$ cat config.mk
export PLATFORM = sky130hd
export DESIGN_NAME = ccd_ctrl
export DESIGN_NICKNAME = d
export VERILOG_FILES = /design/src/rtl/core/ccd_ik_arm_step_unit_macros.svh /design/src/rtl/core/ccd_pkg.sv /design/src/rtl/core/ccd_ctrl.sv
export SDC_FILE = /design/constraint.sdc
export NUM_CORES = 1
export LEC_CHECK = 0
export CORE_MARGIN = 1
export CORE_UTILIZATION = 63
export CTS_CLUSTER_SIZE = 24
export DETAILED_ROUTE_END_ITERATION = 6
export DONT_BUFFER_PORTS = 1
export GPL_TIMING_DRIVEN = 0
export PLACE_DENSITY = 0.79
export RECOVER_POWER = 100
export SYNTH_ARGS = -nofsm -noshare
export SYNTH_HDL_FRONTEND = slang
export SYNTH_SLANG_ARGS = --single-unit
$ cat constraint.sdc
create_clock -name clk_i -period 2.16 [get_ports clk_i]
set_clock_uncertainty 0.1 [all_clocks]
set_input_delay 0.108 -clock clk_i [delete_from_list [all_inputs] [get_ports clk_i]]
set_output_delay 0.108 -clock clk_i [all_outputs]
set_load 0.02 [all_outputs]
$ cat src/rtl/core/ccd_ik_arm_step_unit_macros.svh
// Assertion macros for the CCD arm step unit.
// Used by ccd_ik_arm_step_unit.sv; no other dependencies.
`ifndef CCD_IK_ARM_STEP_UNIT_MACROS_SVH
`define CCD_IK_ARM_STEP_UNIT_MACROS_SVH

// same-cycle implication, disabled during reset
`define CCD_ASSERT_NOW(lbl, clk, rstn, ante, cons, msg) \
  lbl: assert property (@(posedge clk) disable iff (!rstn) (ante) |-> (cons)) \
    else $error(msg);

// next-cycle implication, disabled during reset
`define CCD_ASSERT_NEXT(lbl, clk, rstn, ante, cons, msg) \
  lbl: assert property (@(posedge clk) disable iff (!rstn) (ante) |=> (cons)) \
    else $error(msg);

`endif

$ cat src/rtl/core/ccd_pkg.sv
// Shared types and constants of the CCD arm step unit.
// No dependencies.
package ccd_pkg;

  localparam int PW     = 28;       // internal position width, Q.8
  localparam int DW     = PW + 1;   // coordinate difference width
  localparam int CW     = 34;       // CORDIC x/y/z width
  localparam int ITERS  = 16;       // CORDIC rotations
  localparam int CIDX_W = 3;        // config index width
  localparam int CDAT_W = 48;       // config data width
  localparam int JIDX_W = 4;        // joint index width on ports and commands

  localparam logic signed [CW-1:0] CORDIC_K = 34'sd652032874;

  localparam logic [CIDX_W-1:0] CFG_BASE_X    = 3'd0;
  localparam logic [CIDX_W-1:0] CFG_BASE_Y    = 3'd1;
  localparam logic [CIDX_W-1:0] CFG_SEG_LEN   = 3'd2;
  localparam logic [CIDX_W-1:0] CFG_TIP_EXT   = 3'd3;
  localparam logic [CIDX_W-1:0] CFG_MAX_STEP  = 3'd4;
  localparam logic [CIDX_W-1:0] CFG_PASS_CNT  = 3'd5;
  localparam logic [CIDX_W-1:0] CFG_NEAR_DSQ  = 3'd6;

  typedef enum logic [3:0] {
    OP_NONE,
    OP_START,
    OP_PASS,
    OP_SC_LOAD,
    OP_SC_ITER,
    OP_MUL,
    OP_ACC,
    OP_AT_LOAD,
    OP_AT_NORM,
    OP_AT_ITER,
    OP_AT_SAVE,
    OP_UPD,
    OP_SQ,
    OP_NEAR
  } dp_op_e;

  typedef enum logic [3:0] {
    ST_IDLE,
    ST_PASS,
    ST_SC_LOAD,
    ST_SC_ROT,
    ST_MUL,
    ST_ACC,
    ST_CHK,
    ST_AT_LOAD,
    ST_AT_NORM,
    ST_AT_ROT,
    ST_AT_END,
    ST_SQ,
    ST_NEAR,
    ST_OUT
  } ctrl_state_e;

  typedef struct packed {
    dp_op_e              op;
    logic [JIDX_W-1:0]   jnt;
    logic [3:0]          itr;
    logic                sel_tgt;
  } ccd_cmd_t;

  typedef struct packed {
    logic       norm_done;
    logic       degen;
    logic [3:0] passes;
  } ccd_stat_t;

  // atan(2^-i) in 32-bit turn units
  function automatic logic [31:0] atan_lut(input logic [3:0] i);
    logic [31:0] r;
    case (i)
      4'd0:    r = 32'h20000000;
      4'd1:    r = 32'h12E4051E;
      4'd2:    r = 32'h09FB385B;
      4'd3:    r = 32'h051111D4;
      4'd4:    r = 32'h028B0D43;
      4'd5:    r = 32'h0145D7E1;
      4'd6:    r = 32'h00A2F61E;
      4'd7:    r = 32'h00517C55;
      4'd8:    r = 32'h0028BE53;
      4'd9:    r = 32'h00145F2F;
      4'd10:   r = 32'h000A2F98;
      4'd11:   r = 32'h000517CC;
      4'd12:   r = 32'h00028BE6;
      4'd13:   r = 32'h000145F3;
      4'd14:   r = 32'h0000A2F9;
      default: r = 32'h0000517D;
    endcase
    return r;
  endfunction

endpackage

$ cat src/rtl/core/ccd_ctrl.sv
// Sequencer of the CCD arm step unit: passes, joints, CORDIC steps, result drain.
// Depends on ccd_pkg.
module ccd_ctrl import ccd_pkg::*; #(
  parameter int NUM_JOINTS = 8
) (
  input  logic      clk_i,
  input  logic      rst_ni,
  input  logic      in_valid_i,
  output logic      in_ready_o,
  output logic      out_valid_o,
  input  logic      out_ready_i,
  output logic      is_last_o,
  input  ccd_stat_t stat_i,
  output ccd_cmd_t  cmd_o
);

  localparam int JW = (NUM_JOINTS > 1) ? $clog2(NUM_JOINTS) : 1;
  localparam logic [JW-1:0] J_LAST = JW'(NUM_JOINTS - 1);

  ctrl_state_e   state_q, state_d;
  logic [JW-1:0] jnt_q, jnt_d;
  logic [3:0]    itr_q, itr_d;
  logic [3:0]    pass_q, pass_d;
  logic          sel_q, sel_d;

  always_ff @(posedge clk_i or negedge rst_ni) begin
    if (!rst_ni) begin
      state_q <= ST_IDLE;
      jnt_q   <= '0;
      itr_q   <= '0;
      pass_q  <= '0;
      sel_q   <= 1'b0;
    end else begin
      state_q <= state_d;
      jnt_q   <= jnt_d;
      itr_q   <= itr_d;
      pass_q  <= pass_d;
      sel_q   <= sel_d;
    end
  end

  // next state and counters
  always_comb begin
    state_d = state_q;
    jnt_d   = jnt_q;
    itr_d   = itr_q;
    pass_d  = pass_q;
    sel_d   = sel_q;
    case (state_q)
      ST_IDLE: begin
        if (in_valid_i) begin
          pass_d  = '0;
          state_d = ST_PASS;
        end
      end
      ST_PASS: begin
        jnt_d   = '0;
        state_d = ST_SC_LOAD;
      end
      ST_SC_LOAD: begin
        itr_d   = '0;
        state_d = ST_SC_ROT;
      end
      ST_SC_ROT: begin
        itr_d = itr_q + 4'd1;
        if (itr_q == 4'(ITERS - 1)) state_d = ST_MUL;
      end
      ST_MUL: state_d = ST_ACC;
      ST_ACC: begin
        if (jnt_q == J_LAST) begin
          jnt_d   = '0;
          state_d = ST_CHK;
        end else begin
          jnt_d   = jnt_q + 1'b1;
          state_d = ST_SC_LOAD;
        end
      end
      ST_CHK, ST_AT_END: begin
        if ((state_q == ST_CHK && !stat_i.degen) || (state_q == ST_AT_END && !sel_q)) begin
          sel_d   = (state_q == ST_AT_END);
          state_d = ST_AT_LOAD;
        end else if (jnt_q != J_LAST) begin
          jnt_d   = jnt_q + 1'b1;
          state_d = ST_CHK;
        end else if (pass_q == stat_i.passes - 4'd1) begin
          state_d = ST_SQ;
        end else begin
          pass_d  = pass_q + 4'd1;
          state_d = ST_PASS;
        end
      end
      ST_AT_LOAD: state_d = ST_AT_NORM;
      ST_AT_NORM: begin
        if (stat_i.norm_done) begin
          itr_d   = '0;
          state_d = ST_AT_ROT;
        end
      end
      ST_AT_ROT: begin
        itr_d = itr_q + 4'd1;
        if (itr_q == 4'(ITERS - 1)) state_d = ST_AT_END;
      end
      ST_SQ: state_d = ST_NEAR;
      ST_NEAR: begin
        jnt_d   = '0;
        state_d = ST_OUT;
      end
      ST_OUT: begin
        if (out_ready_i) begin
          if (jnt_q == J_LAST) state_d = ST_IDLE;
          else jnt_d = jnt_q + 1'b1;
        end
      end
      default: state_d = ST_IDLE;
    endcase
  end

  // commands and handshakes
  always_comb begin
    cmd_o.op      = OP_NONE;
    cmd_o.jnt     = JIDX_W'(jnt_q);
    cmd_o.itr     = itr_q;
    cmd_o.sel_tgt = sel_q;
    in_ready_o    = 1'b0;
    out_valid_o   = 1'b0;
    is_last_o     = 1'b0;
    case (state_q)
      ST_IDLE: begin
        in_ready_o = 1'b1;
        if (in_valid_i) cmd_o.op = OP_START;
      end
      ST_PASS:    cmd_o.op = OP_PASS;
      ST_SC_LOAD: cmd_o.op = OP_SC_LOAD;
      ST_SC_ROT:  cmd_o.op = OP_SC_ITER;
      ST_MUL:     cmd_o.op = OP_MUL;
      ST_ACC:     cmd_o.op = OP_ACC;
      ST_AT_LOAD: cmd_o.op = OP_AT_LOAD;
      ST_AT_NORM: cmd_o.op = stat_i.norm_done ? OP_NONE : OP_AT_NORM;
      ST_AT_ROT:  cmd_o.op = OP_AT_ITER;
      ST_AT_END:  cmd_o.op = sel_q ? OP_UPD : OP_AT_SAVE;
      ST_SQ:      cmd_o.op = OP_SQ;
      ST_NEAR:    cmd_o.op = OP_NEAR;
      ST_OUT: begin
        out_valid_o = 1'b1;
        is_last_o   = (jnt_q == J_LAST);
      end
      default:    cmd_o.op = OP_NONE;
    endcase
  end

endmodule

### Word-level counts from Yosys, hierarchy flattened

Cells that the tools add are included.

* register bits: 16
* input port bits: 10
* output and inout port bits: 16
* logic and storage cells: 85

* add/sub/neg operators: 4
* equal/unequal tests: 28
* mux-type cells: 31
* reduce and logical (&&, ||, !) cells: 17

Operators by type and width (number)
* 4-bit 2-to-1 mux: 15
* 4-bit one-hot mux with 13 select lines: 1
* 4-bit one-hot mux with 12 select lines: 1
* 4-bit == test (second input constant): 7
* 2-bit inequality test (second input constant): 11
* 3-bit 2-to-1 mux: 6
* 4-bit by 3-bit == test with 1-bit output (second input constant): 4
* 3-bit one-hot mux with 4 select lines: 1
* 4-bit one-hot mux with 3 select lines: 1
* 5-bit AND reduction: 2
* 4-bit by 1-bit adder with 4-bit output (second input constant): 2
* 4-bit by 2-bit == test with 1-bit output (second input constant): 2
* 4-bit one-hot mux with 2 select lines: 1
* 6-bit AND reduction: 1
* 2-bit OR reduction: 3
* 1-bit 2-to-1 mux: 5
* 4-bit by 1-bit == test with 1-bit output (second input constant): 1
* 4-bit == test: 1
* 4-bit logical NOT: 1
* 2-bit AND reduction: 2
* 4-bit nonzero test: 1
* 4-bit by 1-bit subtractor with 4-bit output (second input constant): 1
* 3-bit by 1-bit adder with 3-bit output (second input constant): 1
* 3-bit == test (second input constant): 1
* 6 further kinds: 8

### Depth between registers and ports, before layout

Gate-level depths: netlist of the first run.

* word-level depth: 6
* depth in mapped cells: 7
* gate-level depth less buffers: 6

### Worst setup path after synthesis of the first run

Ideal clock, no wire load.

* path kind: register to register
* start: reg jnt_q[0]
* end: reg jnt_q[1]
* setup time: 0.125 ns
* arrival time: 1.695 ns
* data required time: 1.935 ns
* setup slack: 0.240 ns
* stages on the path, launching flop included: 7
* path buffers: 0
* clock period less this slack: 1.920 ns
* path through: dfrtp_1 > ha_1 > ha_1 > inv_1 > a21oi_1 > o32a_2 > mux2_4

* cells in the longest elaborated chain, start to end: 4
* elaborated cells on any way between the ends: 12
* those cells by class: add/sub (1); eq/ne (4); mux (6); reduce/logical (1)

Ends and longest elaborated chain
* start, declared: RTL line ccd_ctrl.sv:21 `logic [JW-1:0] jnt_q, jnt_d;`
* start signal, assigned: RTL line ccd_ctrl.sv:35 `jnt_q <= jnt_d;`
* 3-bit by 1-bit adder with 3-bit output: RTL line ccd_ctrl.sv:74, ccd_ctrl.sv:83, ccd_ctrl.sv:111
* 3-bit 2-to-1 mux (on tied branches): RTL line ccd_ctrl.sv:110, ccd_ctrl.sv:82
* 3-bit 2-to-1 mux (on tied branches): RTL line ccd_ctrl.sv:109, ccd_ctrl.sv:79
* 3-bit one-hot mux with 4 select lines: RTL line ccd_ctrl.sv:49 `case (state_q)`

Parallel ways exist; a longest one is shown, timed or not. The select of a mux whose other input is x is not followed.
A chain may end at the register's enable or synchronous reset.

### Worst setup path in the final report of the first run

Same ends and word-level chain as after synthesis.

==> results of run 1 <==
==> synthesized netlist by cell type (2+ instances only) <==
library cell / instances / area (um2)
mux2i_1: 9 / 90.1
a21oi_1: 12 / 60.1
nor2b_1: 2 / 12.5
o21a_1: 2 / 15.0
nor3_1: 4 / 20.0
nor3_2: 2 / 20.0
a21o_1: 2 / 15.0
nand2_1: 10 / 37.5
a22o_1: 2 / 17.5
o211ai_1: 2 / 15.0
a211oi_1: 2 / 15.0
buf_4: 5 / 37.5
a211o_1: 2 / 17.5
o21ai_0: 9 / 45.0
a21boi_1: 2 / 15.0
o31a_1: 4 / 35.0
inv_1: 8 / 30.0
xor2_1: 3 / 26.3
o31ai_1: 6 / 45.0
dfrtp_1: 16 / 400
nand3b_1: 4 / 30.0
o21ai_1: 3 / 15.0
nor2_1: 6 / 22.5
nand3_1: 4 / 20.0
buf_2: 10 / 50.1
nand2b_1: 9 / 56.3
ha_1: 5 / 62.6
o22ai_1: 2 / 12.5
==> registers in the layout, indices dropped and copies added (netlist names) <==
name and count:
itr_q 4, pass_q 4, sel_q 1, state_q 4
jnt_q 3
==> per-stage QoR <==
stage / worst slack (ps) / hold slack (ps)
after floorplan: 240 / -288
after global placement: 176 / -287
after detailed placement: 98.2 / -287
after CTS: 81.0 / 30.7
after global routing: 14.3 / 66.8
final: 69.5 / 61.3
==> power groups by stage <==
stage	Clock (mW)	Sequential, mW	Combinational (mW)
finish	0.205	0.600	1.67
global route	0.221	0.617	1.81
CTS	0.213	0.598	1.64
detailed placement	0	0.604	1.62
global placement	0	0.599	1.57
floorplan	0	0.578	1.35
==> critical path: cells and delay by family (launching register included) <==
kind | cells | cell delay, ps
AO/OA/AOI/OAI | 2 | 500
adder cells (fa/ha/maj) | 2 | 450
buffers and inverters | 1 | 120
flip-flops | 1 | 480
multiplexers | 1 | 330
==> final cells by class <==
| cell class | count | area, um2 | share of cell area, % |
|---|---|---|---|
| plain buffers | 16 | 87.6 | 5.55 |
| repair buffers | 4 | 40.0 | 2.54 |
| flip-flops and latches | 16 | 402 | 25.4 |
| inverters | 8 | 30.0 | 1.90 |
| well taps | 28 | 35.0 | 2.22 |
| clock buffers | 4 | 36.3 | 2.30 |
| multi-input cells | 131 | 948 | 60.1 |
==> kinds of logic after synthesis <==
| family | after synthesis | synth area share [%] |
|---|---|---|
| and+or+nand+nor | 49 | 19.3 |
| muxes | 11 | 7.94 |
| DFF | 16 | 27.3 |
| xor gates and xnor gates | 6 | 5.03 |
| other | 1 | 0.256 |
| AOI/OAI and AO/OA | 59 | 27.6 |
| adders and majority gates | 5 | 4.27 |
| buffers and inverters | 24 | 8.28 |
==> per-layer routing <==
metal  track usage, %  vias to the layer above
met2             45.6                       76
met1             40.5                      635
met4             14.8                        0
met5                0                        -
met3             6.06                       11
li1                 -                      635
==> timing repair <==
action                                  4_1_cts  5_1_grt
endpoints found under the setup margin        0        4
hold buffers                                  4        0
gates resized for setup                       0        3
hold endpoints to repair                     22        0
==> placed cells by master, fill, tap and decap left out, types with 3 or more instances in the layout <==
cell type,count
a21oi_1,11
buf_2,9
buf_4,4
clkbuf_4,3
dfrtp_1,15
dlygate4sd3_1,4
ha_1,5
inv_1,8
mux2i_1,9
nand2_1,10
nand2b_1,9
nand3_1,4
nand3b_1,4
nor2_1,6
nor3_1,5
o21ai_0,9
o21ai_1,3
o31a_1,4
o31ai_1,6
xor2_1,3
==> path summary, 6_finish.rpt <==
kind                            slack, ps  depth (start not counted)      start    endpoint
worst max register to register         70                          6   jnt_q[0]    jnt_q[1]
worst min-delay path                   60                          3  stat_i[4]  state_q[2]
worst min register to register        400                          1  pass_q[3]   pass_q[3]
worst max-delay path                   70                          6   jnt_q[0]    jnt_q[1]
max in group asynchronous            1220                          1     rst_ni    jnt_q[1]
min in group asynchronous             220                          1     rst_ni       sel_q
==> metrics.cfg, run 1 <==
[status]
status=finished clean

[cells_and_area]
fillCellCount=174
utilization_pct=71.4
final_cells=207
area_growth_pct=7.68
stdcell_area_um2=1580
fin_nets=195
num_antenna_cells=0
drive_above_1_share_pct=16.8

[clocking]
cts_tree=yes
cts.path.max_buffers=2
clock-sinks=16
post-cts-setup-buffers=0
path_clk_slew_ps=100
htree_levels=1
clk-insertion-delay-late_ps=290
cts-root-buf=clkbuf_4
numCtsBuffers=3

[route]
drt_iter0_markers=82
vias_per_cell=6.56
dr.pass1.iters=6
ant_nets=0
routedWlPerCell_um=17.2
routed_wirelength_um=3570
drc=0
top_layer=met4
met3_length_um=287
wl_met1_um=1520
dr_wl_met2_um=1680
vias=1357

[flow_run]
maxCapViolCount=0

[pwr]
p_leak_nw=0.691
power_mw=2.47
power_switching_mw=1.28
comb_power_share_pct=67.4
max-vdd-ir-drop_mv=0.908
p_seq_share_pct=24.3
powerDensity_nw_per_um2=1560
internal-power_mw=1.19
switching_share_pct=51.8
clkPwrFrac_pct=8.3

[place]
placed_cell_area_um2=1500
placed_cells=199
gp_congestion=0.946
numPortBuffers=0
place_hpwl_um=2470

[die]
die_h_um=50.2
die_area_um2=2520
rows=17
start_util_pct=66.3
core_area_um2=2210
ios=26
die_w_um=50.2

[timing]
slew_headroom_pct=48.9
setup_viol=0
min_period_ps=2090
fmax_ghz=0.478
finalSetupTns_ps=0
hold_viol=0
slew_violations=0
rsz0062_at_grt=false
worstMarginPinSlew_ps=764
period_share_pct=96.8

[setup_path]
arrival_ps=2170
start_kind=flop
path_cells=ha_1 -> ha_1 -> inv_1 -> a21oi_1 -> o32a_2 -> mux2_1
path_class=flop to flop
max_stage_delay_ps=480
slowest_stage=dfrtp_1
worst_setup_path_end_kind=flop
path_max_fanout=3
crit_required_ps=2240
crit_path_frequent_cell=ha_1

[logic_synthesis]
synth-async-reset-ratio_pct=100
ys_ff_latch=16
synth_warnings=0
netlist_instances=171
netlist_area_um2=1470
syn_area_per_cell_um2=8.58
synth-edff-count=0
synth_cell_types=52
yosysSeqAreaShare_pct=27.3
synth_ff_type=dfrtp_1
syn_nets=186

[grt]
first_global_vias=1225
grt_max_degree=17
grt_usage_pct=30.1
overflow=0
grt_pass1_wl_um=5670
antenna_found_initial=0

[worst_hold_path]
hp-class=primary input to flop

(Power assumes the default switching activity.)
==> run 2, diff against run 1 <==
- CELL_PAD_IN_SITES_DETAIL_PLACEMENT: not set -> 1
- CELL_PAD_IN_SITES_GLOBAL_PLACEMENT: not set -> 1
- CORE_UTILIZATION: 63 -> 47
- PLACE_DENSITY: 0.79 -> not set
- PLACE_DENSITY_LB_ADDON: not set -> 0.1
- SLEW_MARGIN: not set -> 20
==> run 2 against run 1 <==
  * The run now ends with design-rule violations left
  * Register-to-register slack improved by 60 ps
  * Final area increased by 1.1%
  * Die area increased by 33%
  * Power increased by 1.8%
  * Cell count increased by 1.9%
  * Global-route usage decreased by 2.7 points
  * Critical path depth decreased by 2
  * Fmax increased by 0.94%
  * Utilization decreased by 15 points
  * Via count increased by 0.96%
  * First-iteration DRC count decreased by 18%
  * Clock power increased by 3%
  * Highest routed layer unchanged
==> metrics.cfg, run 2 (synthesized netlist as in run 1, its figures left out) <==
[setup_path]
r2r_setup_slack_ps=130  ; +60 ps
crit_family=buffers and inverters
worst-path-buf-inv=3  ; +2
reg2regPathDepth=6  ; unchanged
start_kind=flop
crit_required_ps=1950  ; -290 ps
r2r-start=jnt_q[0]
max_stage_delay_ps=430  ; -50 ps
worst_setup_path_end_kind=output port
path_class=flop to output port
path_max_fanout=10  ; +7
crit_path_frequent_cell=buf_2
rr_endpoint=jnt_q[1]
arrival_ps=1860  ; -310 ps
path_cells=buf_2 -> buf_2 -> buf_2 -> mux2_2
slowest_stage=mux2_2

[place]
numPortBuffers=0  ; unchanged
placed_cell_area_um2=1510  ; +0.25%
gp_congestion=0.886  ; -6.3%
place_hpwl_um=2950  ; +19%

[status]
violations=design-rule violations
status=finished with violations

[route]
vias_per_cell=6.49  ; -0.96%
dr.pass1.iters=6  ; unchanged
routed_wirelength_um=4090  ; +15%
drt_iter0_markers=67  ; -18%
vias=1370  ; +0.96%
ant_nets=0  ; unchanged
routedWlPerCell_um=19.4  ; +13%
drc=2  ; +2

[grt]
grt_pass1_wl_um=7090  ; +25%
antenna_found_initial=0  ; unchanged
overflow=0  ; unchanged
grt_max_degree=17  ; unchanged
first_global_vias=1420  ; +16%
grt_usage_pct=27.4  ; -2.7 points

[cells_and_area]
fin_nets=196  ; +0.51%
multiInputGateArea_um2=948  ; unchanged
utilization_pct=56.0  ; -15 points
reg_top3=itr_q (4), pass_q (4), state_q (4)
fillCellCount=352  ; +100%
final_cell_mix=dfrtp_1, a21oi_1, nand2_1
drive_above_1_share_pct=17.2  ; +0.46 points
area_growth_pct=8.87
stdcell_area_um2=1600  ; +1.1%
final_common_cell=dfrtp_1
seq_area_um2=403  ; +0.31%
num_antenna_cells=0  ; unchanged

[timing]
rsz0062_at_grt=false
setup_viol=0  ; unchanged
slew_headroom_pct=46.5  ; -2.4 points
slew_violations=0  ; unchanged
finalSetupTns_ps=0  ; unchanged
period_share_pct=95.9  ; -0.90 points
fmax_ghz=0.483  ; +0.94%
hold_viol=0  ; unchanged
worstMarginPinSlew_ps=800  ; +35.9 ps
min_period_ps=2070  ; -19.5 ps

[clocking]
cts_tree=yes
clock-sinks=16  ; unchanged
clk-insertion-delay-late_ps=300  ; about the same
numCtsBuffers=3  ; unchanged
post-cts-setup-buffers=0  ; unchanged
htree_levels=1  ; unchanged
cts-root-buf=clkbuf_4
path_clk_slew_ps=110  ; about the same
cts.path.max_buffers=2  ; unchanged

[pwr]
p_leak_nw=0.694  ; +0.43%
power_mw=2.51  ; +1.8%
powerDensity_nw_per_um2=1580  ; +0.67%
max-vdd-ir-drop_mv=0.638  ; -30%

[die]
start_util_pct=51.4  ; -15 points
die_w_um=57.9  ; +15%
core_area_um2=2850  ; +29%
rows=19  ; +2
die_area_um2=3350  ; +33%
ios=26  ; unchanged
die_h_um=57.9  ; +15%

[flow_run]
maxCapViolCount=0  ; unchanged

[worst_hold_path]
hold_end=state_q[0]
hp-class=primary input to flop
min_from=in_valid_i
holdPathStages=3  ; unchanged

run 2: final cells by class:
type                            count  area share (%)
Buffer                             16            5.64
Clock buffer                        4            2.27
Inverter                            8            1.88
Multi-Input combinational cell    131            59.4
Sequential cell                    16            25.2
Tap cell                           31            2.43
Timing Repair Buffer                5            3.13
run 2: worst max-delay path by stage:
stage	startpoint	end	slack [ps]	cells past startpoint
floorplan	jnt_q[0]	jnt_q[1]	240	6
global placement	state_q[3]	pass_q[1]	130	6
detailed placement	state_q[3]	pass_q[3]	40	6
CTS	state_q[3]	pass_q[3]	10	6
global route	state_q[0]	cmd_o[9]	10	5
finish	state_q[2]	cmd_o[9]	90	4
run 2: layer usage:
metal | up-vias | routed length (um) | GRT usage [%]
li1 | 638 | - | -
met1 | 692 | 1890 | 37.4
met2 | 34 | 2000 | 45.3
met3 | 6 | 156 | 3.57
met4 | 0 | 42 | 8.50
met5 | - | 0 | 0
run 2: worst register-to-register path, stage by stage (launching register included):
cell and delay, ps:
dfrtp_2 480, ha_1 220, ha_1 200, inv_1 110
a21oi_1 80, o32a_2 410, mux2_1 330
run 2: per-stage QoR:
step | cells | hold slack [ps] | worst slack (ps)
2_1_floorplan | 171 | -288 | 240
3_3_place_gp | 202 | -287 | 133
3_5_place_dp | 202 | -287 | 44.0
4_1_cts | 211 | 99.3 | 9.69
5_1_grt | 211 | 136 | 10.4
6_report | 211 | 103 | 88.9
run 2: repair_timing:
item,in CTS,in global routing
hold endpoints to repair,22,0
hold buffers,5,0
gates resized for setup,0,5
endpoints found under the setup margin,0,5
run 2: report_power, final:
group	switching, mW	internal [mW]
Combinational	1.03	0.668
Sequential	0.180	0.428
Clock	0.110	0.103
==> run 3, diff against run 2 <==
- RECOVER_POWER: 100 -> not set
==> run 3 against run 2 <==
  * First-iteration DRC count up 6.0%
  * Critical endpoint unchanged
  * Critical path depth unchanged
  * Fmax down 0.55%
  * Count of clock-buffer cells in the layout unchanged
  * Utilization up 0.44 points
  * Sequential power about the same
  * The run still ends with design-rule violations left
  * Power up 1.3%
  * Critical path type unchanged
==> metrics.cfg, run 3 (synthesized netlist as in run 1, its figures left out) <==
[status]
status=finished with violations
violations=design-rule violations

[worst_hold_path]
hold_end=state_q[0]
hp-class=primary input to flop
holdPathStages=3  ; unchanged
min_from=in_valid_i

[clocking]
clock-sinks=16  ; unchanged
htree_levels=1  ; unchanged
cts-root-buf=clkbuf_4
numCtsBuffers=3  ; unchanged
path_clk_slew_ps=110  ; about the same
cts.path.max_buffers=2  ; unchanged
clk-insertion-delay-late_ps=300  ; about the same
cts_tree=yes

[timing]
worstMarginPinSlew_ps=792  ; -7.88 ps
slew_headroom_pct=47.0  ; +0.53 points
period_share_pct=96.4  ; +0.53 points
fin_ws_ps=77.5  ; -11.5 ps
setup_viol=0  ; unchanged
slew_violations=0  ; unchanged
fmax_ghz=0.480  ; -0.55%
finalSetupTns_ps=0  ; unchanged
min_period_ps=2080  ; +11.5 ps
hold_viol=0  ; unchanged
rsz0062_at_grt=false
timing.hold.ws_ps=97.8  ; -5.41 ps

[setup_path]
crit_start=state_q[2]
rr_endpoint=jnt_q[1]
path_class=flop to output port
r2r-start=jnt_q[0]
crit_family=buffers and inverters
crit_path_frequent_cell=buf_2
start_kind=flop
worst-path-buf-inv=3  ; unchanged
arrival_ps=1870  ; about the same
slowest_stage=mux2_2
r2r_setup_slack_ps=150  ; +20 ps
path_cells=buf_2 -> buf_2 -> buf_2 -> mux2_2
worst_setup_path_end_kind=output port
max_stage_delay_ps=430  ; about the same
path_max_fanout=10  ; unchanged
crit_required_ps=1950  ; about the same
reg2regPathDepth=6  ; unchanged

[route]
dr.pass1.iters=6  ; unchanged
drc=2  ; unchanged
ant_nets=0  ; unchanged
routed_wirelength_um=4100  ; about the same
vias_per_cell=6.43  ; -1.0%
routedWlPerCell_um=19.4  ; about the same
drt_iter0_markers=71  ; +6.0%
vias=1356  ; -1.0%

[cells_and_area]
final_cells=211  ; unchanged
final_cell_mix=dfrtp_1, a21oi_1, nand2_1
drive_above_1_share_pct=18.9  ; +1.7 points
utilization_pct=56.4  ; +0.44 points
final_common_cell=dfrtp_1
num_antenna_cells=0  ; unchanged
area_growth_pct=9.73
fin_nets=196  ; unchanged
reg_top3=itr_q (4), pass_q (4), state_q (4)
stdcell_area_um2=1610  ; +0.78%

[pwr]
powerDensity_nw_per_um2=1580  ; +0.56%
power_mw=2.55  ; +1.3%
max-vdd-ir-drop_mv=0.641  ; +0.37%
p_leak_nw=0.708  ; +2.0%

[die]
die_h_um=57.9  ; unchanged
rows=19  ; unchanged
die_w_um=57.9  ; unchanged
start_util_pct=51.4  ; unchanged
die_area_um2=3350  ; unchanged
core_area_um2=2850  ; unchanged
ios=26  ; unchanged

[place]
gp_congestion=0.886  ; unchanged
placed_cell_area_um2=1510  ; unchanged
placed_cells=202  ; unchanged
numPortBuffers=0  ; unchanged
place_hpwl_um=2950  ; unchanged
dp_slack_ps=44.0  ; unchanged

[grt]
overflow=0  ; unchanged
antenna_found_initial=0  ; unchanged
grt_pass1_wl_um=7090  ; unchanged
grt_max_degree=17  ; unchanged
first_global_vias=1420  ; unchanged
grt_usage_pct=27.4  ; unchanged

[flow_run]
maxCapViolCount=0  ; unchanged

==> run 3: area by class of cell <==
type / instances / area (um2)
inverters: 8 / 30.0
well taps: 31 / 38.8
clock buffers: 4 / 36.3
flip-flops and latches: 16 / 403
plain buffers: 16 / 93.8
multi-input cells: 131 / 957
fillers: 351 / 1240
repair buffers: 5 / 50.0
==> run 3: report_power, final <==
group / switching (mW) / internal, mW
clock: 0.114 / 0.103
sequential: 0.181 / 0.428
combinational: 1.03 / 0.695
total: 1.32 / 1.23
==> run 3: worst min-delay path, cell delays in order <==
cell and delay (ps):
mux2i_1 100, and2_1 180, o31ai_1 80
==> run 3: worst max path at each step <==
stage / endpoint / cells after the start
final: cmd_o[9] / 4
after global routing: cmd_o[9] / 4
after CTS: pass_q[3] / 6
after detailed placement: pass_q[3] / 6
after global placement: pass_q[1] / 6
after floorplan: jnt_q[1] / 6
==> run 3: repair_timing <==
action,in CTS,in global routing
buffers inserted,0,0
endpoints found under the setup margin,0,5
gates resized for setup,0,5
hold buffers,5,0
endpoints found under the hold margin,22,0
==> run 3: metal layers <==
layer / track usage (%) / vias up / wire length [um]
met2: 45.3 / 25 / 2050
met5: 0 / - / 0
met4: 8.50 / 0 / 44
met3: 3.57 / 6 / 131
met1: 37.4 / 689 / 1880
li1: - / 636 / -
